==> config.mk <==
export PLATFORM = sky130hd
export DESIGN_NAME = ppm_frame_decoder_top_flat
export DESIGN_NICKNAME = d
export VERILOG_FILES = /design/src/design/ppmfd_pkg.sv /design/src/design/ppmfd_edge_if.sv /design/src/design/ppmfd_result_if.sv /design/src/design/ppmfd_classify.sv /design/src/design/ppm_frame_decoder_top.sv /design/src/flat_wrapper.sv
export SDC_FILE = /design/constraint.sdc
export NUM_CORES = 1
export LEC_CHECK = 0
export BUFFER_PORTS_ARGS = -buffer_cell sky130_fd_sc_hd__clkbuf_2
export CAP_MARGIN = 10
export CORE_UTILIZATION = 43
export CTS_CLUSTER_DIAMETER = 60
export DETAILED_ROUTE_END_ITERATION = 8
export GPL_ROUTABILITY_DRIVEN = 0
export GPL_TIMING_DRIVEN = 0
export PLACE_DENSITY = 0.71
export SYNTH_ARGS = -nofsm -noshare
export SYNTH_HDL_FRONTEND = slang
export SYNTH_SLANG_ARGS = --single-unit
export TNS_END_PERCENT = 5
==> constraint.sdc <==
create_clock -name clk -period 10.85 [get_ports clk]
set_input_delay 0.5425 -clock clk [delete_from_list [all_inputs] [get_ports clk]]
set_output_delay 0.5425 -clock clk [all_outputs]
set_load 0.05 [all_outputs]
==> src/design/ppmfd_pkg.sv <==
// shared constants, codes and types of the ppm frame decoder
package ppmfd_pkg;

  // channel slots per frame and the fixed set of latched outputs
  localparam int CHANNELS = 8;
  localparam int LATCH_N  = 8;

  localparam int IDX_W  = $clog2(CHANNELS);
  localparam int SLOT_W = $clog2(CHANNELS + 1);

  localparam int PIN_W  = 16;
  localparam int TIME_W = 32;
  localparam int VAL_W  = 16;
  localparam int CFG_IDX_W = 2;

  localparam logic [VAL_W-1:0] BOUND_PIN_RST     = 16'd256;
  localparam logic [VAL_W-1:0] FRAME_GAP_MIN_RST = 16'd3000;
  localparam logic [VAL_W-1:0] PULSE_MIN_RST     = 16'd800;
  localparam logic [VAL_W-1:0] PULSE_MAX_RST     = 16'd2200;

  typedef enum logic [CFG_IDX_W-1:0] {
    REG_BOUND_PIN     = 2'd0,
    REG_FRAME_GAP_MIN = 2'd1,
    REG_PULSE_MIN     = 2'd2,
    REG_PULSE_MAX     = 2'd3
  } cfg_reg_t;

  typedef enum logic [2:0] {
    ST_IGNORED  = 3'd0,
    ST_RESYNC   = 3'd1,
    ST_STORED   = 3'd2,
    ST_COMPLETE = 3'd3,
    ST_BAD      = 3'd4,
    ST_ACQUIRED = 3'd5,
    ST_WAITING  = 3'd6
  } status_t;

  typedef struct packed {
    logic [VAL_W-1:0] bound_pin;
    logic [VAL_W-1:0] frame_gap_min;
    logic [VAL_W-1:0] pulse_min;
    logic [VAL_W-1:0] pulse_max;
  } cfg_t;

  typedef struct packed {
    logic [TIME_W-1:0] prev_time;
    logic              synced;
    logic [SLOT_W-1:0] slot_count;
    logic              update_mark;
  } dec_state_t;

  typedef struct packed {
    status_t           status;
    logic [2:0]        chan;
    logic [VAL_W-1:0]  width;
    dec_state_t        st_next;
    logic              wr_en;
    logic [IDX_W-1:0]  wr_idx;
    logic [VAL_W-1:0]  wr_data;
    logic              latch_en;
  } decision_t;

endpackage

==> src/design/ppmfd_edge_if.sv <==
// edge event channel: pin mask and microsecond timestamp
interface ppmfd_edge_if;
  import ppmfd_pkg::*;

  logic              valid;
  logic              ready;
  logic [PIN_W-1:0]  edge_pin;
  logic [TIME_W-1:0] timestamp_us;

  modport source (output valid, edge_pin, timestamp_us, input ready);
  modport sink   (input valid, edge_pin, timestamp_us, output ready);
endinterface

==> src/design/ppmfd_result_if.sv <==
// decoder result channel: status, slot and latched frame values
interface ppmfd_result_if;
  import ppmfd_pkg::*;

  logic             valid;
  logic             ready;
  logic [2:0]       status;
  logic             update_flag;
  logic [2:0]       channel_index;
  logic [VAL_W-1:0] pulse_width;
  logic [VAL_W-1:0] left_x;
  logic [VAL_W-1:0] left_y;
  logic [VAL_W-1:0] right_x;
  logic [VAL_W-1:0] right_y;
  logic [VAL_W-1:0] switch_a;
  logic [VAL_W-1:0] switch_b;
  logic [VAL_W-1:0] switch_c;
  logic [VAL_W-1:0] switch_d;

  modport source (output valid, status, update_flag, channel_index, pulse_width,
                  left_x, left_y, right_x, right_y,
                  switch_a, switch_b, switch_c, switch_d,
                  input ready);
  modport sink   (input valid, status, update_flag, channel_index, pulse_width,
                  left_x, left_y, right_x, right_y,
                  switch_a, switch_b, switch_c, switch_d,
                  output ready);
endinterface

==> src/design/ppmfd_classify.sv <==
// edge classification: interval, window tests and next decoder state
module ppmfd_classify (
  input  logic [ppmfd_pkg::PIN_W-1:0]  pin,
  input  logic [ppmfd_pkg::TIME_W-1:0] now,
  input  ppmfd_pkg::cfg_t              cfg,
  input  ppmfd_pkg::dec_state_t        st,
  output ppmfd_pkg::decision_t         dec
);
  import ppmfd_pkg::*;

  logic [TIME_W-1:0] delta;
  logic              pin_match;
  logic              is_gap;
  logic              in_window;
  logic [IDX_W-1:0]  slot;
  logic              last_slot;

  assign pin_match = (pin == cfg.bound_pin);
  assign delta     = now - st.prev_time;
  assign is_gap    = (delta >= {{(TIME_W-VAL_W){1'b0}}, cfg.frame_gap_min});
  assign in_window = (delta >= {{(TIME_W-VAL_W){1'b0}}, cfg.pulse_min}) &&
                     (delta <= {{(TIME_W-VAL_W){1'b0}}, cfg.pulse_max});

  // slot count never passes the last slot, clamp kept for safety
  assign slot = (st.slot_count >= SLOT_W'(CHANNELS)) ? IDX_W'(CHANNELS - 1)
                                                     : st.slot_count[IDX_W-1:0];
  assign last_slot = (slot == IDX_W'(CHANNELS - 1));

  always_comb begin
    dec          = '0;
    dec.status   = ST_IGNORED;
    dec.st_next  = st;
    dec.wr_idx   = slot;
    dec.wr_data  = delta[VAL_W-1:0];
    if (pin_match) begin
      dec.st_next.prev_time = now;
      dec.width = (|delta[TIME_W-1:VAL_W]) ? {VAL_W{1'b1}} : delta[VAL_W-1:0];
      if (st.synced) begin
        if (is_gap) begin
          dec.st_next.slot_count  = '0;
          dec.st_next.update_mark = 1'b1;
          dec.status              = ST_RESYNC;
        end else if (in_window) begin
          dec.wr_en = 1'b1;
          dec.chan  = 3'(slot);
          if (last_slot) begin
            dec.latch_en           = 1'b1;
            dec.st_next.synced     = 1'b0;
            dec.st_next.slot_count = '0;
            dec.status             = ST_COMPLETE;
          end else begin
            dec.st_next.slot_count = SLOT_W'(slot) + 1'b1;
            dec.status             = ST_STORED;
          end
        end else begin
          dec.st_next.synced     = 1'b0;
          dec.st_next.slot_count = '0;
          dec.status             = ST_BAD;
        end
      end else if (is_gap) begin
        dec.st_next.synced      = 1'b1;
        dec.st_next.slot_count  = '0;
        dec.st_next.update_mark = 1'b0;
        dec.status              = ST_ACQUIRED;
      end else begin
        dec.status = ST_WAITING;
      end
    end
  end

endmodule

==> src/design/ppm_frame_decoder_top.sv <==
// ppm frame decoder top level: input register, classification, result register
//
//  channel     | dir | handshake         | payload
//  ------------+-----+-------------------+-----------------------------------------
//  edge_in     | in  | valid / ready     | edge_pin, timestamp_us
//  result_out  | out | valid / ready     | status, update_flag, channel_index,
//              |     |                   | pulse_width, sticks, switches
//  cfg         | in  | cfg_we            | cfg_index, cfg_data
//
// one item per clock while result_out is not stalled; an accepted item is shown once it
// has passed the input register and then the result register
// decoder state and the latched frame advance on the edge an item moves into the
// result register, so the frame values on the port always belong to the shown item
// reset (rst, synchronous) empties both registers and loads the register defaults
// a stalled result still lets one more item into the input register
module ppm_frame_decoder_top (
  input  logic                           clk,
  input  logic                           rst,
  input  logic                           cfg_we,
  input  logic [ppmfd_pkg::CFG_IDX_W-1:0] cfg_index,
  input  logic [ppmfd_pkg::VAL_W-1:0]    cfg_data,
  ppmfd_edge_if.sink                     edge_in,
  ppmfd_result_if.source                 result_out
);
  import ppmfd_pkg::*;

  // configuration registers
  cfg_t cfg;

  // input register
  logic              s1_valid;
  logic [PIN_W-1:0]  s1_pin;
  logic [TIME_W-1:0] s1_time;

  // result register
  logic             out_valid;
  status_t          out_status;
  logic [2:0]       out_chan;
  logic [VAL_W-1:0] out_width;

  // decoder state
  dec_state_t       st;
  logic [VAL_W-1:0] slot_buf  [CHANNELS];
  logic [VAL_W-1:0] slot_view [CHANNELS];
  logic [VAL_W-1:0] latched   [LATCH_N];
  logic [VAL_W-1:0] latch_next[LATCH_N];

  decision_t dec;
  logic      out_free;
  logic      s1_adv;

  assign out_free      = !out_valid || result_out.ready;
  assign s1_adv        = s1_valid && out_free;
  assign edge_in.ready = !s1_valid || out_free;

  // configuration writes
  always_ff @(posedge clk) begin
    if (rst) begin
      cfg.bound_pin     <= BOUND_PIN_RST;
      cfg.frame_gap_min <= FRAME_GAP_MIN_RST;
      cfg.pulse_min     <= PULSE_MIN_RST;
      cfg.pulse_max     <= PULSE_MAX_RST;
    end else if (cfg_we) begin
      unique case (cfg_reg_t'(cfg_index))
        REG_BOUND_PIN:     cfg.bound_pin     <= cfg_data;
        REG_FRAME_GAP_MIN: cfg.frame_gap_min <= cfg_data;
        REG_PULSE_MIN:     cfg.pulse_min     <= cfg_data;
        REG_PULSE_MAX:     cfg.pulse_max     <= cfg_data;
        default: ;
      endcase
    end
  end

  // input register
  always_ff @(posedge clk) begin
    if (rst) begin
      s1_valid <= 1'b0;
    end else if (edge_in.ready) begin
      s1_valid <= edge_in.valid;
    end
  end

  always_ff @(posedge clk) begin
    if (edge_in.valid && edge_in.ready) begin
      s1_pin  <= edge_in.edge_pin;
      s1_time <= edge_in.timestamp_us;
    end
  end

  ppmfd_classify u_classify (
    .pin (s1_pin),
    .now (s1_time),
    .cfg (cfg),
    .st  (st),
    .dec (dec)
  );

  // slot contents as they stand once this item's pulse is written,
  // so the completing pulse reaches the latch in the same cycle
  for (genvar g = 0; g < CHANNELS; g++) begin : g_slot
    assign slot_view[g] = (dec.wr_en && dec.wr_idx == IDX_W'(g)) ? dec.wr_data
                                                                 : slot_buf[g];

    always_ff @(posedge clk) begin
      if (s1_adv && dec.wr_en && dec.wr_idx == IDX_W'(g)) begin
        slot_buf[g] <= dec.wr_data;
      end
    end
  end

  // latched outputs beyond the channel count read as zero
  for (genvar g = 0; g < LATCH_N; g++) begin : g_latch
    if (g < CHANNELS) begin : g_used
      assign latch_next[g] = slot_view[g];
    end else begin : g_unused
      assign latch_next[g] = '0;
    end

    always_ff @(posedge clk) begin
      if (rst) begin
        latched[g] <= '0;
      end else if (s1_adv && dec.latch_en) begin
        latched[g] <= latch_next[g];
      end
    end
  end

  // decoder state and result register move together
  always_ff @(posedge clk) begin
    if (rst) begin
      st        <= '0;
      out_valid <= 1'b0;
    end else begin
      if (s1_adv) begin
        st <= dec.st_next;
      end
      if (out_free) begin
        out_valid <= s1_valid;
      end
    end
  end

  always_ff @(posedge clk) begin
    if (s1_adv) begin
      out_status <= dec.status;
      out_chan   <= dec.chan;
      out_width  <= dec.width;
    end
  end

  assign result_out.valid         = out_valid;
  assign result_out.status        = out_status;
  assign result_out.update_flag   = st.update_mark;
  assign result_out.channel_index = out_chan;
  assign result_out.pulse_width   = out_width;

  // stick order swaps channels two and three
  assign result_out.left_x   = latched[0];
  assign result_out.left_y   = latched[1];
  assign result_out.right_x  = latched[3];
  assign result_out.right_y  = latched[2];
  assign result_out.switch_a = latched[4];
  assign result_out.switch_b = latched[5];
  assign result_out.switch_c = latched[6];
  assign result_out.switch_d = latched[7];

endmodule

==> src/flat_wrapper.sv <==
// flat-port wrapper written by rule: the top's interface ports become plain ports
module ppm_frame_decoder_top_flat import ppmfd_pkg::*;
  (clk, rst, cfg_we, cfg_index, cfg_data, edge_in_valid, edge_in_edge_pin, edge_in_timestamp_us, edge_in_ready, result_out_valid, result_out_status, result_out_update_flag, result_out_channel_index, result_out_pulse_width, result_out_left_x, result_out_left_y, result_out_right_x, result_out_right_y, result_out_switch_a, result_out_switch_b, result_out_switch_c, result_out_switch_d, result_out_ready);
  ppmfd_edge_if edge_in_i ();
  ppmfd_result_if result_out_i ();
  input  logic clk;
  input  logic rst;
  input  logic cfg_we;
  input  logic [ppmfd_pkg::CFG_IDX_W-1:0] cfg_index;
  input  logic [ppmfd_pkg::VAL_W-1:0] cfg_data;
  input wire logic [$bits(edge_in_i.valid)-1:0] edge_in_valid;
  input wire logic [$bits(edge_in_i.edge_pin)-1:0] edge_in_edge_pin;
  input wire logic [$bits(edge_in_i.timestamp_us)-1:0] edge_in_timestamp_us;
  output wire logic [$bits(edge_in_i.ready)-1:0] edge_in_ready;
  output wire logic [$bits(result_out_i.valid)-1:0] result_out_valid;
  output wire logic [$bits(result_out_i.status)-1:0] result_out_status;
  output wire logic [$bits(result_out_i.update_flag)-1:0] result_out_update_flag;
  output wire logic [$bits(result_out_i.channel_index)-1:0] result_out_channel_index;
  output wire logic [$bits(result_out_i.pulse_width)-1:0] result_out_pulse_width;
  output wire logic [$bits(result_out_i.left_x)-1:0] result_out_left_x;
  output wire logic [$bits(result_out_i.left_y)-1:0] result_out_left_y;
  output wire logic [$bits(result_out_i.right_x)-1:0] result_out_right_x;
  output wire logic [$bits(result_out_i.right_y)-1:0] result_out_right_y;
  output wire logic [$bits(result_out_i.switch_a)-1:0] result_out_switch_a;
  output wire logic [$bits(result_out_i.switch_b)-1:0] result_out_switch_b;
  output wire logic [$bits(result_out_i.switch_c)-1:0] result_out_switch_c;
  output wire logic [$bits(result_out_i.switch_d)-1:0] result_out_switch_d;
  input wire logic [$bits(result_out_i.ready)-1:0] result_out_ready;
  assign edge_in_i.valid = edge_in_valid;
  assign edge_in_i.edge_pin = edge_in_edge_pin;
  assign edge_in_i.timestamp_us = edge_in_timestamp_us;
  assign edge_in_ready = edge_in_i.ready;
  assign result_out_valid = result_out_i.valid;
  assign result_out_status = result_out_i.status;
  assign result_out_update_flag = result_out_i.update_flag;
  assign result_out_channel_index = result_out_i.channel_index;
  assign result_out_pulse_width = result_out_i.pulse_width;
  assign result_out_left_x = result_out_i.left_x;
  assign result_out_left_y = result_out_i.left_y;
  assign result_out_right_x = result_out_i.right_x;
  assign result_out_right_y = result_out_i.right_y;
  assign result_out_switch_a = result_out_i.switch_a;
  assign result_out_switch_b = result_out_i.switch_b;
  assign result_out_switch_c = result_out_i.switch_c;
  assign result_out_switch_d = result_out_i.switch_d;
  assign result_out_i.ready = result_out_ready;
  ppm_frame_decoder_top u_core (.clk(clk), .rst(rst), .cfg_we(cfg_we), .cfg_index(cfg_index), .cfg_data(cfg_data), .edge_in(edge_in_i), .result_out(result_out_i));
endmodule
Yosys cells after proc, flatten, opt, wreduce, memory -nomap -nowiden --
Memories as Yosys holds them, arrays and structs flattened. Index checks and enable logic that the tools add are counted.
Word-level totals: flip-flop bits (word level) 174, memory bits (writable) 256, logic and storage cells 171, memories 2
Operators by class: $add $sub $neg 2, $lt $le $gt $ge 4, equal/unequal tests 11, multiplexer cells 82, bitwise logic cells 11, reduce and logical (&&, ||, !) cells 44
Memories:
- u_core.latched | words 8, width 16, read ports 8, clocked after Yosys merged registers in 0, write ports 8, line ppm_frame_decoder_top.sv:45 | logic [VAL_W-1:0] latched [LATCH_N];
- u_core.slot_buf | words 8, width 16, read ports 8, clocked after Yosys merged registers in 0, write ports 1, line ppm_frame_decoder_top.sv:43 | logic [VAL_W-1:0] slot_buf [CHANNELS];
Operators by type and width (number):
- 16-bit two-way mux | 24
- 16-bit OR reduction | 8
- 32-bit by 16-bit >= comparator with 1-bit output | 2
- 1-bit two-way mux | 41
- 3-bit two-way mux | 11
- 32-bit by 16-bit <= comparator with 1-bit output | 1
- 32-bit subtractor | 1
- 1-bit logical AND | 21
- 16-bit == test | 1
- 3-bit == test, second input constant | 4
- 6-bit two-way mux | 2
- 2-bit AND reduction | 5
- 4-bit two-way mux | 2
- 1-bit OR | 8
- 3-bit by 2-bit == test with 1-bit output, second input constant | 2
- 3-bit AND reduction | 2
- 5-bit two-way mux | 1
- 3-bit by 1-bit adder with 4-bit output, second input constant | 1
- 2-bit == test, second input constant | 2
- 4-bit >= comparator, second input constant | 1
- 4-bit OR reduction | 1
- 3-bit by 1-bit == test with 1-bit output, second input constant | 1
- 3-bit zero test | 1
- 1-bit inverter | 3
- 6 further kinds | 8

Logic depth before layout (Yosys ltp) --
Gate-level depths: netlist of the first run.
depth after elaboration 19, gate-level depth with buffers 22, mapped depth without buffers 20

By module --
Synthesis of the first run repeated with hierarchy kept, for this count alone.
Unflattened totals: cell total of the unflattened synthesis 1905, area total of the unflattened synthesis 19824.0 µm²
Modules (own cells, without submodules):
- ppm_frame_decoder_top | instances 1, cells each 1270, area an instance 15690.0 µm²
- ppmfd_classify | instances 1, cells each 635, area an instance 4134.0 µm²

Least setup slack after synthesis of the first run --
Ideal clock, no wire load.
path type reg2reg, start point reg u_core.s1_time[0], end point mem u_core.latched[0][0], enable pin, setup time 0.631 ns, arrival time 9.690 ns, setup slack 0.529 ns, stages on the path, launching flop included 20, cell sequence edfxtp_1 inv_1 ha_1 fa_1 nand2b_1 a21oi_1 o21ai_0 nor2b_1 xnor2_1 ha_1 a21o_1 a21oi_1 nor2b_1 o21ai_0 nand2_1 o21ai_0 nand3_1 nor3_1 nand2_1 o21ai_1
RTL lines:
- start: declaration | line ppm_frame_decoder_top.sv:33 | logic [TIME_W-1:0] s1_time;
- start signal: assignment | line ppm_frame_decoder_top.sv:86 | s1_time <= edge_in.timestamp_us;
- end: declaration | line ppm_frame_decoder_top.sv:45

==> metrics.csv, run 1 <==
stage;metric;value;unit
cts;clock_path_buffers;3;
setup_path;crit_start;u_core.s1_time[0];
power;switchingPower;1006;uW
global_route;grt_max_degree;34;
setup_path;slowest_stage;o21ai_4;
sta;finClkSkew;0.02257;ns
power;pwr-share-clk;42.3;%
placement;dp.cells;2567;
setup_path;endpoint_kind;flip-flop;
setup_path;critPathMaxStageDelay;0.86;ns
sta;rsz0062_at_grt;false;
global_route;track_usage;21.88;%
setup_path;cp.required;11.12;ns
sta;slew_viol_final;0;
cells_and_area;nFillCells;3662;
power;seq_power_share;46.0;%
synth;yosysTopAreaCell;edfxtp_1;
cells_and_area;final_nets;2200;
synth;synth-main-ff-cell;edfxtp_1;
cells_and_area;final_cell_mix;nand2_1 (395), edfxtp_1 (310), a21oi_1 (253);
cells_and_area;drive_gt1_share;17.59;%
setup_path;r2r_end;u_core.latched[1][11];
cts;postCtsHoldBufs;0;
cells_and_area;design_area;22540;um2
power;internal-power;2861;uW
power;p_per_area;171.6;nW/um2
job;max_cap_viol_count;0;
detailed_routing;totalWireLength;48.29;mm
sta;worst_slack;4.070;ns
placement;dp_slack;4.065;ns
cts;cts.clk_slew.worst_paths;0.06;ns
placement;numPortBuffers;221;
die;rows;75;
synth;synth_area;18610;um2
cts;root_buffer;clkbuf_16;
sta;maxSlewHeadroom;19.79;%
cells_and_area;mostFrequentLayoutCell;nand2_1;
cts;cts_sinks;414;
placement;dpl-instance-area;20870;um2
setup_path;crit_type;reg -> reg;
die;core_area;42320;um2
setup_path;cp_cell_sequence;inv_1 -> ha_1 -> fa_1 -> clkbuf_1 -> inv_1 -> ha_1 -> a21o_1 -> a21oi_1 -> nor2b_1 -> o21ai_0 -> nand2b_1 -> a2111oi_0 -> o21ai_0 -> nor4_4 -> buf_2 -> nand2_1 -> o21ai_4 -> buf_12;
cells_and_area;area_growth;21.16;%
cts;htree_levels;2;
sta;worstMarginPinSlew;1.199;ns
setup_path;cp_max_fo;33;
die;initial_core_util;43.96;%
setup_path;reg2reg_depth;18;
die;die_w;210.0;um
cts;cts_buffers;47;
cells_and_area;multi_input_area;6614;um2
detailed_routing;drtIter0Drc;1091;
setup_path;reg2reg_from;u_core.s1_time[0];
cts;cts_tree;yes;
global_route;grt_pass1_vias;13430;
sta;clock.fmax;147.5;MHz
setup_path;start_kind;flip-flop;
power;p_total;3867;uW
sta;setup_viol;0;
global_route;antenna_found_initial;2;
synth;ys_async_sr_fraction;0;%
synth;yosysWarnings;0;
global_route;gr-total-overflow;0;
synth;postSynthCellCount;1752;
power;p_leak;0.008615;uW
synth;synth-seq-cells;414;
power;power_frac_comb;11.7;%
sta;holdWs;0.1285;ns
sta;hold_viol_final;0;
sta;min_period;6.780;ns
sta;period_share;62.49;%
cts;ctsResizeCount;0;
power;peakVddDrop;0.1207;mV
die;die_y;210.0;um
synth;synth-edff-count;310;
synth;ys_seq_area_share;61.22;%
synth;synth.area.top_cells;edfxtp_1 (50%), dfxtp_1 (11%), nand2_1 (8.0%);
setup_path;rrSetupSlack;4.07;ns
cts;cts_setup_buffers;0;
die;die_area;44100;um2
detailed_routing;route.detailed.drc;0;
synth;syn_nets;1909;
synth;synth_cell_types;61;
setup_path;cp.arrival;7.05;ns
placement;hpwlAfterDp;35.22;mm
setup_path;worstSetupEndpoint;u_core.latched[1][11];
hold_path;hold_path_class;in -> reg;
cts;clock_latency;0.59;ns
cells_and_area;finalNonFillerCells;2659;
detailed_routing;viasPerCell;5.256;
synth;avgSynthCellArea;10.62;um2
detailed_routing;final_antenna_net_count;0;
run_status;status;complete, no violations;
synth;synth_top_area_share;50.03;%
power;switching_share;26.02;%
detailed_routing;num_vias;13980;
die;ios;224;
cells_and_area;ff_latch_area;11390;um2
global_route;grt_pass1_wl;74.24;mm
detailed_routing;dr.pass1.iters;5;
detailed_routing;routedWlPerCell;18.16;um
-- kinds of logic after synthesis --
family	Yosys count	share of synthesized area, %
compound gates	378	11.67
buf+inv	190	3.968
mux	20	1.076
simple gates	628	14.55
fa+ha+maj	86	5.824
flops	414	61.22
xor+xnor	36	1.695
-- synthesized netlist by cell type, drive strengths merged, types with 3 or more instances --
library cell,number
a211oi,8
a21o,20
a21oi,253
a31oi,3
and2,6
and3,7
and4,5
buf,19
clkbuf,58
dfxtp,104
edfxtp,310
ha,85
inv,111
mux2i,20
nand2,395
nand2b,17
nand3,13
nand4,17
nor2,108
nor2b,14
nor3,10
nor4,12
o2111ai,6
o211ai,23
o21a,10
o21ai,30
o2bb2ai,5
or2,7
or3,7
xnor2,14
xor2,22
-- registers in the layout, indices dropped and copies added (netlist names), 3 cells and up --
name	cells
u_core.result_out.channel_index	3
u_core.latched	128
u_core.result_out.status	3
u_core.slot_buf	112
u_core.s1_time	32
u_core.cfg	64
u_core.result_out.pulse_width	16
u_core.s1_pin	16
u_core.st	37
-- power by group through the flow --
stage	clock network, uW	registers (uW)	logic (uW)
floorplan	0	1920	177
global placement	0	1820	414
detailed placement	0	1810	451
CTS	1660	1780	453
global route	1730	1780	486
finish	1640	1780	452
-- critical path, delay by kind of cell, from the launching register on --
family          cells  cell delay (ns)
compound gates      6             2.30
buf+inv             5             1.67
simple gates        4             0.93
fa+ha+maj           3             1.11
flops               1             0.41
-- final cells by class --
| type | count | area share [%] |
|---|---|---|
| sequential | 414 | 50.53 |
| multi-input combinational | 1148 | 29.34 |
| timing repair buffer | 242 | 6.428 |
| clock buffer | 57 | 5.706 |
| tap | 577 | 3.203 |
| inverter | 113 | 1.882 |
| clock inverter | 30 | 1.504 |
| buffer | 77 | 1.393 |
| antenna | 1 | 0.01110 |
-- per-stage QoR --
stage / setup TNS [ns] / util [%]
global route: 0 / 53.26
detailed placement: 0 / 49.32
CTS: 0 / 53.16
floorplan: 0 / -
finish: 0 / 53.26
global placement: -577.71 / 48.28
-- worst min path at each step --
stage / startpoint / to / slack [ns] / cells past startpoint
finish: edge_in_timestamp_us[18] / u_core.s1_time[18] / 0.13 / 1
global route: edge_in_timestamp_us[20] / u_core.s1_time[20] / 0.1 / 1
CTS: edge_in_timestamp_us[7] / u_core.s1_time[7] / 0.09 / 1
detailed placement: u_core.cfg[42] / u_core.cfg[42] / 0.45 / 2
global placement: u_core.st[11] / u_core.st[11] / 0.44 / 2
floorplan: u_core.cfg[10] / u_core.cfg[10] / 0.44 / 2
-- metal layers --
metal | up-vias | global-route usage [%] | wire, um
li1 | 6722 | - | -
met1 | 6587 | 28.61 | 20460
met2 | 562 | 36.21 | 22780
met3 | 105 | 3.844 | 3270
met4 | 0 | 8.583 | 1775
met5 | - | 0 | 0
Power figures use the tool's default switching activity.
==> run 2: changes to the inputs <==
--- a/config.mk
+++ b/config.mk
@@ -5,6 +5,7 @@
 export SDC_FILE = /design/constraint.sdc
 export NUM_CORES = 1
 export LEC_CHECK = 0
+export ABC_AREA = 1
 export BUFFER_PORTS_ARGS = -buffer_cell sky130_fd_sc_hd__clkbuf_2
 export CAP_MARGIN = 10
 export CORE_UTILIZATION = 43
==> constraint.sdc (replaced) <==
create_clock -name clk -period 5.78 [get_ports clk]
set_input_delay 0.289 -clock clk [delete_from_list [all_inputs] [get_ports clk]]
set_output_delay 0.289 -clock clk [all_outputs]
set_load 0.05 [all_outputs]
==> run 2 against run 1 <==
Against the previous run:
- maximum frequency grew 24%
- first-iteration DRC count grew 31%
- combinational power grew 110%
- via count grew 25%
- setup slack lost 3.7 ns
- critical path depth grew 5
- clock-buffer cell count grew 5
- critical path type unchanged
- clock skew shrank 0.00096 ns
- design area grew 16%
- routed wire length grew 21%
- largest cell class unchanged
- die area grew 14%
- critical endpoint is now u_core.latched[1][56]
- core utilization grew 0.87 points
==> metrics.csv, run 2 <==
stage;metric;value;unit
run_status;status;complete, no violations;
cells_and_area;nFillCells;4259;
global_route;gr-total-overflow;0;
setup_path;cp.required;6.00;ns
sta;worstMarginPinSlew;1.023;ns
global_route;grt_max_degree;129;
global_route;track_usage;23.03;%
sta;min_period;5.458;ns
setup_path;endpoint_kind;flip-flop;
cells_and_area;final_cell_mix;nand2_1 (715), inv_1 (387), edfxtp_1 (326);
cts;root_buffer;clkbuf_16;
cts;cts_sinks;430;
setup_path;worst_path_most_repeated_cell;nand2_1;
detailed_routing;totalWireLength;58.41;mm
synth;yosysTopAreaCell;edfxtp_1;
synth;synth_cell_types;38;
synth;avgSynthCellArea;8.950;um2
hold_path;worstHoldStart;cfg_data[11];
die;die_w;224.0;um
synth;synth_most_common_cell;nand2_1;
cells_and_area;area_growth;23.03;%
setup_path;crit_type;reg -> reg;
die;rows;80;
cells_and_area;antenna-diode-count;0;
sta;worst_slack;0.3221;ns
sta;clock.fmax;183.2;MHz
cells_and_area;ff_latch_area;11870;um2
setup_path;cp.arrival;5.68;ns
synth;ys_seq_area_share;56.04;%
cts;cts_tree;yes;
sta;hold_viol_final;0;
die;die_y;224.0;um
power;p_per_area;287.1;nW/um2
synth;synth.area.top_cells;edfxtp_1 (46%), nand2_1 (13%), dfxtp_1 (9.8%);
synth;synth-edff-count;326;
job;max_cap_viol_count;0;
cts;cts_buffers;48;
synth;ys_async_sr_fraction;0;%
setup_path;crit_start;u_core.s1_time[0];
global_route;antenna_found_initial;0;
detailed_routing;viasPerCell;5.108;
die;initial_core_util;44.00;%
setup_path;reg2reg_from;u_core.s1_time[0];
synth;synth-main-ff-cell;edfxtp_1;
setup_path;start_kind;flip-flop;
cells_and_area;largestRegisters;u_core.latched x128, u_core.slot_buf x128, u_core.cfg x64;
cts;htree_levels;2;
cells_and_area;utilization;54.13;%
power;peakVddDrop;0.2462;mV
global_route;grt_pass1_vias;16880;
detailed_routing;dr.pass1.iters;6;
sta;maxSlewHeadroom;31.72;%
cts;cts.clk_slew.worst_paths;0.06;ns
cells_and_area;drive_gt1_share;15.64;%
die;die_area;50160;um2
synth;synth_area;21190;um2
setup_path;cp_cell_sequence;inv_1 -> ha_1 -> fa_1 -> inv_1 -> nand3_1 -> nand2_1 -> nand2_1 -> nand2_2 -> xor2_4 -> ha_1 -> nand2_1 -> inv_1 -> nand4_1 -> nand2_1 -> nand2_1 -> nand2_1 -> nand2_1 -> a21oi_2 -> nand4_1 -> nor2_2 -> nand4_2 -> nand2_8 -> buf_16;
detailed_routing;routedWlPerCell;17.06;um
power;p_leak;0.01231;uW
power;p_total;7483;uW
cts;clock_latency;0.60;ns
setup_path;critPathMaxStageDelay;0.66;ns
detailed_routing;num_vias;17490;
placement;dp_slack;-0.5736;ns
sta;period_share;94.43;%
global_route;grt_pass1_wl;89.83;mm
cells_and_area;mostFrequentLayoutCell;nand2_1;
placement;numPortBuffers;223;
sta;rsz0062_at_grt;false;
synth;postSynthCellCount;2367;
placement;hpwlAfterDp;40.46;mm
sta;slew_viol_final;0;
detailed_routing;route.detailed.drc;0;
cts;clock_path_buffers;3;
hold_path;hold_path_class;in -> reg;
sta;setup_viol;0;
cells_and_area;multi_input_area;7689;um2
synth;synth-seq-cells;430;
setup_path;slowest_stage;xor2_4;
synth;syn_nets;2524;
synth;synth_top_area_share;46.21;%
setup_path;cp_max_fo;128;
synth;synth_common_cells;nand2_1 (720), inv_1 (388), edfxtp_1 (326);
sta;holdWs;0.04235;ns
detailed_routing;drtIter0Drc;1430;
synth;yosysWarnings;0;
die;ios;224;
sta;finClkSkew;0.02162;ns
cells_and_area;final_nets;2885;
detailed_routing;final_antenna_net_count;0;
die;core_area;48150;um2
==> run 2: what timing repair did <==
action | in CTS | in global routing
hold buffers | 52 | 0
endpoints found under the setup margin | 286 | 350
endpoints found under the hold margin | 52 | 0
pin swaps | 6 | 3
buffers inserted | 6 | 7
cloned | 2 | 2
resized for setup | 8 | 5
==> run 2: through the flow <==
| step | instance area (um2) | cells | TNS (ns) |
|---|---|---|---|
| 4_1_cts | 25960 | 3415 | 0 |
| 3_5_place_dp | 23720 | 3265 | -44.61 |
| 6_report | 26060 | 3424 | 0 |
| 2_1_floorplan | 21190 | 2367 | 0 |
| 3_3_place_gp | 23120 | 3246 | -798.38 |
| 5_1_grt | 26060 | 3424 | 0 |
==> run 2: worst paths after layout <==
path	end	slack [ns]	cells past startpoint
max	u_core.latched[1][56]	0.32	23
min	u_core.cfg[11]	0.04	3
min reg2reg	u_core.st[18]	0.46	2
max reg2reg	u_core.latched[1][56]	0.32	23
==> run 2: worst max-delay path, delay by kind of cell, from the launching register on <==
family | cells | cell delay (ns)
buffers and inverters | 4 | 0.65
AOI/OAI and AO/OA | 1 | 0.28
adders and majority gates | 3 | 0.93
and+or+nand+nor | 14 | 2.04
xor gates and xnor gates | 1 | 0.66
DFF | 1 | 0.32
==> run 2: power by group <==
| group | switching, uW | leakage (uW) | internal (uW) |
|---|---|---|---|
| sequential | 38.1 | 0.00390 | 3430 |
| clock | 1260 | 0.000784 | 1790 |
| combinational | 690 | 0.00762 | 273 |
==> run 2: cells by family (layout without fill, tap and decap cells) <==
| group | count (synthesis) | count (layout) | synth area share [%] |
|---|---|---|---|
| flip-flops | 430 | 430 | 56.04 |
| adder cells (fa/ha/maj) | 86 | 86 | 5.115 |
| buffers and inverters | 492 | 889 | 9.704 |
| XOR/XNOR | 25 | 29 | 1.034 |
| AND/OR/NAND/NOR | 1083 | 1083 | 21.89 |
| AO/OA/AOI/OAI | 251 | 251 | 6.219 |
==> run 2: area by class of cell <==
type                       count  area share (%)
inverter                     404           5.818
clock inverter                28           1.085
timing repair buffer         307           7.825
sequential                   430           45.55
multi-input combinational   1449           29.50
tap                          656           3.149
clock buffer                  62           5.007
buffer                        88           2.069
==> run 2: routing by layer <==
metal  track usage (%)  vias up  part of all wire [%]
li1                  -     8483                     -
met2             38.28      781                    46
met4             10.14        0                   3.9
met5                 0        -                     0
met3             3.922      152                   7.8
met1             29.48     8075                    42
